==> src/rtl/assert_macros.svh <==
// Assertion macros shared by the translator RTL.
// No dependencies; included inside module bodies.
`ifndef ASSERT_MACROS_SVH
`define ASSERT_MACROS_SVH

// Same-cycle implication, disabled while in reset.
`define ASSERT_IMPLIES(label, clk, rst_n, pre, post, msg) \
    label: assert property (@(posedge clk) disable iff (!rst_n) (pre) |-> (post)) \
        else $error(msg);

// Next-cycle implication, disabled while in reset.
`define ASSERT_NEXT(label, clk, rst_n, pre, post, msg) \
    label: assert property (@(posedge clk) disable iff (!rst_n) (pre) |=> (post)) \
        else $error(msg);

`endif

==> src/rtl/tpt_pkg.sv <==
// Package for the TLB / page table translator: defaults, widths, command type.
// No dependencies.
package tpt_pkg;

    localparam int TLB_ENTRIES_DEF = 16;
    localparam int PAGE_COUNT_DEF  = 256;   // power of two
    localparam int FRAME_COUNT_DEF = 256;
    localparam int OFFSET_BITS_DEF = 8;

    localparam int ADDR_W  = 16;
    localparam int FRAME_W = 8;
    localparam int CNT_W   = 32;

    // Commands from the controller to the datapath
    typedef struct packed {
        logic load;     // capture the item, start the page table read
        logic commit;   // resolve the lookup, update state, write the result
    } dp_cmd_t;

endpackage

==> src/rtl/tlb_page_table_translator.sv <==
// Top level of the TLB / page table address translator.
// Sequence: load captures an item and starts the registered page table frame
// RAM read; commit then updates the TLB and writes the result. No new item is
// taken until the previous one commits; commit waits while the output is full and stalled.
// Reset: asynchronous, active low; clears TLB fill, page present bits, the
// free frame pointer and both counters at once, so no clearing pass is needed.
module tlb_page_table_translator #(
    parameter int TLB_ENTRIES = tpt_pkg::TLB_ENTRIES_DEF,
    parameter int PAGE_COUNT  = tpt_pkg::PAGE_COUNT_DEF,
    parameter int FRAME_COUNT = tpt_pkg::FRAME_COUNT_DEF,
    parameter int OFFSET_BITS = tpt_pkg::OFFSET_BITS_DEF
) (
    input  logic                         clk,
    input  logic                         rst_n,
    // input item channel
    input  logic                         in_valid,
    output logic                         in_stall,
    input  logic [tpt_pkg::ADDR_W-1:0]   logical_address,
    // result item channel
    output logic                         out_valid,
    input  logic                         out_stall,
    output logic [tpt_pkg::ADDR_W-1:0]   physical_address,
    output logic [tpt_pkg::FRAME_W-1:0]  frame_id,
    output logic                         tlb_hit,
    output logic                         page_fault,
    output logic [tpt_pkg::CNT_W-1:0]    hit_total,
    output logic [tpt_pkg::CNT_W-1:0]    fault_total
);
    import tpt_pkg::*;

    // load: capture the item and read the frame map RAM at its page.
    // commit: compare against the TLB, pick the frame (TLB, page table or a
    // new frame on fault), reorder the TLB into LRU order and write the result.
    dp_cmd_t cmd;

    // The controller accepts a new item while a finished result is still
    // waiting in the output register; commit holds until that slot drains.
    tpt_ctrl u_ctrl (
        .clk       (clk),
        .rst_n     (rst_n),
        .in_valid  (in_valid),
        .in_stall  (in_stall),
        .out_valid (out_valid),
        .out_stall (out_stall),
        .cmd       (cmd)
    );

    // The datapath keeps the TLB in registers, oldest entry at index 0;
    // counters saturate and are shown directly as the running totals.
    tpt_datapath #(
        .TLB_ENTRIES (TLB_ENTRIES),
        .PAGE_COUNT  (PAGE_COUNT),
        .FRAME_COUNT (FRAME_COUNT),
        .OFFSET_BITS (OFFSET_BITS)
    ) u_datapath (
        .clk              (clk),
        .rst_n            (rst_n),
        .cmd              (cmd),
        .logical_address  (logical_address),
        .physical_address (physical_address),
        .frame_id         (frame_id),
        .tlb_hit          (tlb_hit),
        .page_fault       (page_fault),
        .hit_total        (hit_total),
        .fault_total      (fault_total)
    );

endmodule

==> src/rtl/tpt_ctrl.sv <==
// Controller for the translator: handshake and sequencing of load / commit.
// Depends on tpt_pkg and assert_macros.svh.
module tpt_ctrl (
    input  logic            clk,
    input  logic            rst_n,
    input  logic            in_valid,
    output logic            in_stall,
    output logic            out_valid,
    input  logic            out_stall,
    output tpt_pkg::dp_cmd_t cmd
);
    import tpt_pkg::*;
    `include "assert_macros.svh"

    typedef enum logic {
        ST_IDLE,
        ST_LOOKUP
    } state_t;

    state_t state_reg, state_next;
    logic   out_valid_reg, out_valid_next;

    always_comb
    begin
        cmd.load       = 1'b0;
        cmd.commit     = 1'b0;
        state_next     = state_reg;
        out_valid_next = out_valid_reg && out_stall;
        case (state_reg)
            ST_IDLE:
            begin
                if (in_valid)
                begin
                    cmd.load   = 1'b1;
                    state_next = ST_LOOKUP;
                end
            end
            ST_LOOKUP:
            begin
                // hold until the result slot is free or drains this cycle
                if (!out_valid_reg || !out_stall)
                begin
                    cmd.commit     = 1'b1;
                    out_valid_next = 1'b1;
                    state_next     = ST_IDLE;
                end
            end
            default:
            begin
                state_next = ST_IDLE;
            end
        endcase
    end

    always_ff @(posedge clk or negedge rst_n)
    begin
        if (!rst_n)
        begin
            state_reg     <= ST_IDLE;
            out_valid_reg <= 1'b0;
        end
        else
        begin
            state_reg     <= state_next;
            out_valid_reg <= out_valid_next;
        end
    end

    assign in_stall  = (state_reg != ST_IDLE);
    assign out_valid = out_valid_reg;

    `ASSERT_NEXT(a_load_enters_lookup, clk, rst_n, cmd.load, state_reg == ST_LOOKUP, "load did not enter lookup")
    `ASSERT_NEXT(a_one_item_in_flight, clk, rst_n, in_valid && !in_stall, in_stall, "second item accepted during lookup")
    `ASSERT_IMPLIES(a_valid_from_commit, clk, rst_n, $rose(out_valid_reg), $past(cmd.commit), "result shown without commit")

endmodule

==> src/rtl/tpt_datapath.sv <==
// Datapath: LRU TLB registers, page table present bits and frame RAM, counters.
// Depends on tpt_pkg and assert_macros.svh.
module tpt_datapath #(
    parameter int TLB_ENTRIES = tpt_pkg::TLB_ENTRIES_DEF,
    parameter int PAGE_COUNT  = tpt_pkg::PAGE_COUNT_DEF,
    parameter int FRAME_COUNT = tpt_pkg::FRAME_COUNT_DEF,
    parameter int OFFSET_BITS = tpt_pkg::OFFSET_BITS_DEF
) (
    input  logic                         clk,
    input  logic                         rst_n,
    input  tpt_pkg::dp_cmd_t             cmd,
    input  logic [tpt_pkg::ADDR_W-1:0]   logical_address,
    output logic [tpt_pkg::ADDR_W-1:0]   physical_address,
    output logic [tpt_pkg::FRAME_W-1:0]  frame_id,
    output logic                         tlb_hit,
    output logic                         page_fault,
    output logic [tpt_pkg::CNT_W-1:0]    hit_total,
    output logic [tpt_pkg::CNT_W-1:0]    fault_total
);
    import tpt_pkg::*;
    `include "assert_macros.svh"

    localparam int TW     = $clog2(TLB_ENTRIES);
    localparam int FILL_W = $clog2(TLB_ENTRIES + 1);
    localparam int PW     = $clog2(PAGE_COUNT);
    localparam int FW     = $clog2(FRAME_COUNT);
    localparam logic [FILL_W-1:0] FILL_FULL  = FILL_W'(TLB_ENTRIES);
    localparam logic [FW-1:0]     FRAME_LAST = FW'(FRAME_COUNT - 1);
    localparam logic [ADDR_W-1:0] OFF_MASK   = ADDR_W'((33'd1 << OFFSET_BITS) - 33'd1);
    localparam logic [CNT_W-1:0]  CNT_MAX    = '1;

    logic [ADDR_W-1:0]   addr_reg;
    logic [PW-1:0]       tlb_tag_reg   [TLB_ENTRIES];
    logic [FW-1:0]       tlb_frame_reg [TLB_ENTRIES];
    logic [FILL_W-1:0]   fill_reg;
    logic [PAGE_COUNT-1:0] present_reg;
    logic [FW-1:0]       page_map_mem  [PAGE_COUNT];
    logic [FW-1:0]       map_q_reg;
    logic [FW-1:0]       free_reg;
    logic [CNT_W-1:0]    hit_cnt_reg, fault_cnt_reg;
    logic [ADDR_W-1:0]   phys_reg;
    logic [FRAME_W-1:0]  frame_out_reg;
    logic                hit_reg, fault_reg;

    logic [ADDR_W-1:0]   in_shift, cur_shift, offset;
    logic [PW-1:0]       in_page, page;
    logic [TLB_ENTRIES-1:0] match;
    logic                hit, fault, full;
    logic [TW-1:0]       hit_idx;
    logic [FW-1:0]       new_frame;
    logic [FILL_W-1:0]   shift_lo, dest;

    // page and offset of the incoming and of the held item
    assign in_shift  = logical_address >> OFFSET_BITS;
    assign in_page   = in_shift[PW-1:0];
    assign cur_shift = addr_reg >> OFFSET_BITS;
    assign page      = cur_shift[PW-1:0];
    assign offset    = addr_reg & OFF_MASK;

    always_ff @(posedge clk)
    begin
        if (cmd.load)
        begin
            addr_reg <= logical_address;
        end
    end

    // parallel tag compare over the valid part of the TLB
    for (genvar i = 0; i < TLB_ENTRIES; i++)
    begin : g_match
        assign match[i] = (FILL_W'(i) < fill_reg) && (tlb_tag_reg[i] == page);
    end

    always_comb
    begin
        hit     = 1'b0;
        hit_idx = '0;
        for (int i = TLB_ENTRIES - 1; i >= 0; i--)
        begin
            if (match[i])
            begin
                hit     = 1'b1;
                hit_idx = TW'(i);
            end
        end
    end

    assign full  = (fill_reg == FILL_FULL);
    assign fault = !hit && !present_reg[page];

    always_comb
    begin
        if (hit)
        begin
            new_frame = tlb_frame_reg[hit_idx];
        end
        else if (present_reg[page])
        begin
            new_frame = map_q_reg;
        end
        else
        begin
            new_frame = free_reg;
        end
    end

    // entries in [shift_lo, dest) move down by one; dest takes the new pair
    always_comb
    begin
        if (hit)
        begin
            shift_lo = FILL_W'(hit_idx);
            dest     = fill_reg - FILL_W'(1);
        end
        else if (full)
        begin
            shift_lo = '0;
            dest     = FILL_FULL - FILL_W'(1);
        end
        else
        begin
            shift_lo = fill_reg;
            dest     = fill_reg;
        end
    end

    for (genvar i = 0; i < TLB_ENTRIES; i++)
    begin : g_entry
        if (i < TLB_ENTRIES - 1)
        begin : g_mid
            always_ff @(posedge clk)
            begin
                if (cmd.commit)
                begin
                    if (FILL_W'(i) == dest)
                    begin
                        tlb_tag_reg[i]   <= page;
                        tlb_frame_reg[i] <= new_frame;
                    end
                    else if (FILL_W'(i) >= shift_lo && FILL_W'(i) < dest)
                    begin
                        tlb_tag_reg[i]   <= tlb_tag_reg[i+1];
                        tlb_frame_reg[i] <= tlb_frame_reg[i+1];
                    end
                end
            end
        end
        else
        begin : g_last
            always_ff @(posedge clk)
            begin
                if (cmd.commit && FILL_W'(i) == dest)
                begin
                    tlb_tag_reg[i]   <= page;
                    tlb_frame_reg[i] <= new_frame;
                end
            end
        end
    end

    // frame map RAM: write on fault, registered read at load
    always_ff @(posedge clk)
    begin
        if (cmd.commit && fault)
        begin
            page_map_mem[page] <= free_reg;
        end
        if (cmd.load)
        begin
            map_q_reg <= page_map_mem[in_page];
        end
    end

    always_ff @(posedge clk or negedge rst_n)
    begin
        if (!rst_n)
        begin
            fill_reg      <= '0;
            present_reg   <= '0;
            free_reg      <= '0;
            hit_cnt_reg   <= '0;
            fault_cnt_reg <= '0;
        end
        else if (cmd.commit)
        begin
            if (!hit && !full)
            begin
                fill_reg <= fill_reg + FILL_W'(1);
            end
            if (hit && hit_cnt_reg != CNT_MAX)
            begin
                hit_cnt_reg <= hit_cnt_reg + CNT_W'(1);
            end
            if (fault)
            begin
                present_reg[page] <= 1'b1;
                free_reg          <= (free_reg == FRAME_LAST) ? '0 : free_reg + FW'(1);
                if (fault_cnt_reg != CNT_MAX)
                begin
                    fault_cnt_reg <= fault_cnt_reg + CNT_W'(1);
                end
            end
        end
    end

    always_ff @(posedge clk)
    begin
        if (cmd.commit)
        begin
            phys_reg      <= ADDR_W'((32'(new_frame) << OFFSET_BITS) | 32'(offset));
            frame_out_reg <= FRAME_W'(32'(new_frame));
            hit_reg       <= hit;
            fault_reg     <= fault;
        end
    end

    assign physical_address = phys_reg;
    assign frame_id         = frame_out_reg;
    assign tlb_hit          = hit_reg;
    assign page_fault       = fault_reg;
    assign hit_total        = hit_cnt_reg;
    assign fault_total      = fault_cnt_reg;

    `ASSERT_IMPLIES(a_fill_bounded, clk, rst_n, 1'b1, fill_reg <= FILL_FULL, "TLB fill beyond capacity")
    `ASSERT_IMPLIES(a_hit_fault_excl, clk, rst_n, $past(cmd.commit), !(hit_reg && fault_reg), "hit and fault on one item")
    `ASSERT_NEXT(a_fault_sets_present, clk, rst_n, cmd.commit && fault, present_reg[$past(page)], "faulted page not marked present")

endmodule
==> config.mk <==
export PLATFORM = sky130hd
export DESIGN_NAME = tlb_page_table_translator
export DESIGN_NICKNAME = d
export VERILOG_FILES = /design/src/rtl/tpt_pkg.sv /design/src/rtl/tlb_page_table_translator.sv /design/src/rtl/tpt_ctrl.sv /design/src/rtl/tpt_datapath.sv
export VERILOG_INCLUDE_DIRS = /design/src /design/src/rtl
export SDC_FILE = /design/constraint.sdc
export NUM_CORES = 2
export LEC_CHECK = 0
export ABC_AREA = 1
export BUFFER_PORTS_ARGS = -buffer_cell sky130_fd_sc_hd__buf_2
export CAP_MARGIN = 20
export CORE_MARGIN = 3
export CORE_UTILIZATION = 57
export CTS_CLUSTER_DIAMETER = 30
export CTS_CLUSTER_SIZE = 12
export DETAILED_ROUTE_END_ITERATION = 8
export PLACE_DENSITY = 0.76
export SLEW_MARGIN = 40
export SYNTH_ARGS = -nofsm -noshare
export SYNTH_HDL_FRONTEND = slang
export SYNTH_SLANG_ARGS = --single-unit
==> constraint.sdc <==
create_clock -name clk -period 4.4 [get_ports clk]
set_input_delay 0.66 -clock clk [delete_from_list [all_inputs] [get_ports clk]]
set_output_delay 0.66 -clock clk [all_outputs]
set_load 0.05 [all_outputs]
==> run summary <==
Status - finished with violations
Failing checks - negative setup slack
Internal power - 61.3 mW
Critical Path Fanout Max - 17
Final Skew - 0.0894 ns
#FFs+latches synth - 2681
Setup TNS - -1.30 ns
I/O Buffers - 111
Root Buffer Master - clkbuf_16
First-pass GRT wire length - 526000 um
Worst r2r path cells - 21
FF-to-FF End - u_datapath.page_map_mem[39][4]$_DFFE_PP_
Cells after DPL - 12377
Core area - 0.194 mm2
Crit-path max cell delay - 0.47 ns
Number of DRC markers in iteration 0 - 13495
Largest cells by area after synthesis - edfxtp_1, dfrtp_1, o21ai_0
Cell Pwr Density - 627 mW/mm2
Crit end category - flop
Slew margin rel. - 36.9%
RSZ-0062 raised after global routing - true
Via count - 85781
Synth Warn # - 0
Layout area overhead - 22.9%
CTS tree - built
Slew Limit Fails - 0
WHS - 0.0653 ns
VDD IR-drop max - 0.465 mV
Gr usage total - 34.4%
DR WL/cell - 26.7 um
Gate power share - 17.2%
Drt pass-1 iters - 7
CP bufs+invs - 8
Most frequent cells in the layout - edfxtp_1, nor2_1, o21ai_0
Slew at the pin closest to its max-slew limit - 0.943 ns
Share of layout cells above drive strength 1 - 18.4%
Yosys top cell area share - 63.0%
Fmax - 225 MHz
CTS Buf Count - 484
Crit path launch type - flop
# rows - 161
Die X - 449 um
Worst-skew pair later-pin latency - 1.02 ns
Gp weighted congestion - 0.964
Number of global-route vias before repair - 83265
Synthesized area per cell - 11.7 um2
MaxCap Viol Count - 0
Pre-CTS setup slack - 0.100 ns
Post-DP HPWL - 210000 um
Clock power share - 44.6%
Post-route ant nets - 0
Post-synthesis sequential area ratio - 70.4%
Max reg flops - 2048
# IOs - 112
Hold Path Sink - u_ctrl.in_stall$_DFF_PN0_
Synth cell types - 60
Htree depth - 5
Post-synthesis cell area - 0.112 mm2
Setup WS post-layout - -0.0501 ns
Final Hold Vio Count - 0
Core Util, Final - 71.0%
CP max stage cell - edfxtp_1
Post-layout min period - 4.45 ns
Setup-failing EPs final - 101
Drt total wl - 355000 um
Layout Nets - 10298
Most common cell on crit path - buf_4
Tcrit/Tclk final - 101%
Worst Hold Depth - 3
Die area - 0.202 mm2
Initial antenna violation count - 14
Leakage - 50.0 nW
Post-synth net total - 9615
Crit path kind - flop to flop
Initial Util - 57.7%
Net Switching - 24.9 mW
Arr. time, crit path - 5.15 ns
Largest net degree at the start of global routing - 151
Switching Fraction - 28.9%
Origin of the critical flop-to-flop path - u_datapath.addr_reg[8]$_DFFE_PP_
Post-Place Cell Area - 0.120 mm2
Worst R2R Setup Slack - -0.05 ns
Die Height - 449 um
Clk buf depth - 4
Clk slew on worst S/H paths - 0.05 ns
Final instance area - 0.138 mm2
Clk sinks - 2681
Crit path cell chain - inv_4 -> nor2_4 -> buf_4 -> buf_4 -> a22oi_1 -> o221ai_1 -> a22o_1 -> nor2_1 -> buf_4 -> o22ai_1 -> o31ai_1 -> buf_4 -> nand2_1 -> nor2_4 -> nand2_2 -> nor2_4 -> buf_12 -> nand4_1 -> buf_4 -> nor2_1 -> buf_4
Non-filler cells in the finished layout - 13296
DRC - 0
GRT overflow - 0
HP Start - in_valid
Sequential power share - 38.2%
Commonest non-fill, non-tap cell in the layout - edfxtp_1
Total Power - 86.3 mW
Cell taking the most area after synthesis - edfxtp_1
Synthesized instance count - 9588
Worst min-delay path category - primary input to flop
Fillers - 12231
Required time of the critical path - 5.10 ns
Post-DR vias/cell - 6.45
CP delay by family, top - buffers and inverters
-- synth_stat cells (all sizes together) --
library cell	number
edfxtp	2346
a221oi	2
nand2	742
nand3b	36
o211ai	1
xor2	98
a41oi	8
nor3	52
o21ai	1589
o41ai	1
nand3	336
clkinv	6
nor4b	2
xnor2	43
nor2	1808
a22oi	64
nor4	21
a22o	16
nor3b	2
and2	2
buf	131
o221ai	65
o22ai	637
o2111ai	2
a21oi	21
inv	393
o32ai	47
or2	141
nand4	49
a211oi	1
mux2i	1
and3	1
a31oi	11
clkbuf	557
ha	7
or4	1
o31ai	13
dfrtp	335
-- worst max-delay path by stage --
stage / from / to / slack [ns] / cells past startpoint
2_1_floorplan: u_datapath.addr_reg[13]$_DFFE_PP_ / u_datapath.tlb_frame_reg[5][0]$_DFFE_PP_ / 0.10 / 15
3_3_place_gp: u_datapath.addr_reg[9]$_DFFE_PP_ / u_datapath.tlb_frame_reg[10][2]$_DFFE_PP_ / 0.14 / 17
3_5_place_dp: u_datapath.addr_reg[9]$_DFFE_PP_ / u_datapath.tlb_frame_reg[3][2]$_DFFE_PP_ / 0.10 / 17
4_1_cts: u_datapath.addr_reg[9]$_DFFE_PP_ / u_datapath.tlb_frame_reg[3][2]$_DFFE_PP_ / 0.002 / 17
5_1_grt: u_datapath.addr_reg[8]$_DFFE_PP_ / u_datapath.page_map_mem[36][1]$_DFFE_PP_ / -0.12 / 21
6_report: u_datapath.addr_reg[8]$_DFFE_PP_ / u_datapath.page_map_mem[39][4]$_DFFE_PP_ / -0.05 / 21
-- cells by family (layout without fill, tap and decap cells) --
kind of cell	Yosys count	after routing	share of synthesized area [%]
simple gates	3193	3193	12.0
buf+inv	1087	2179	3.89
other cells	0	8	0
fa+ha+maj	7	7	0.0783
mux	1	1	0.00895
xor+xnor	141	141	1.10
compound gates	2478	2478	12.5
flops	2681	2681	70.4
-- layer usage --
metal  track usage, %  wire length [um]  share of wire [%]  vias to the layer above
li1                 -                 -                  -                    36090
met2             51.8            160000                 45                     6873
met3             10.2             48800                 14                     1170
met1             45.9            127000                 36                    41642
met4             16.7             19100                5.4                        6
met5                0                46              0.013                        -
-- worst register-to-register path, delay by kind of cell (launching register included) --
kind                   cells  cell delay (ns)
buffers and inverters      8             1.53
flip-flops                 1             0.47
AO/OA/AOI/OAI              5             0.87
AND/OR/NAND/NOR            8             1.33
-- layout make-up --
class / count / area, um2 / area share (%)
Clock inverter: 359 / 4370 / 3.18
Sequential cell: 2681 / 78900 / 57.3
Clock buffer: 536 / 12600 / 9.13
Timing Repair Buffer: 885 / 8000 / 5.81
Antenna cell: 8 / 20.0 / 0.0146
Tap cell: 2608 / 3260 / 2.37
Multi-Input combinational cell: 5820 / 29000 / 21.0
Inverter: 399 / 1530 / 1.11
-- what timing repair did --
| item | in CTS | in global routing |
|---|---|---|
| gates resized for setup | 0 | 62 |
| buffers inserted | 0 | 3 |
| hold buffers | 10 | 0 |
| hold endpoints to repair | 156 | 0 |
| endpoints found under the setup margin | 0 | 2219 |
-- power groups by stage --
stage | Combinational [mW] | Sequential, mW | Clock, mW
3_5_place_dp | 14.3 | 33.3 | 0
4_1_cts | 14.4 | 32.9 | 38.5
3_3_place_gp | 13.8 | 33.4 | 0
2_1_floorplan | 6.53 | 34.3 | 0
5_1_grt | 15.7 | 33.0 | 39.9
6_report | 14.8 | 33.0 | 38.5
Power figures use the tool's default switching activity.
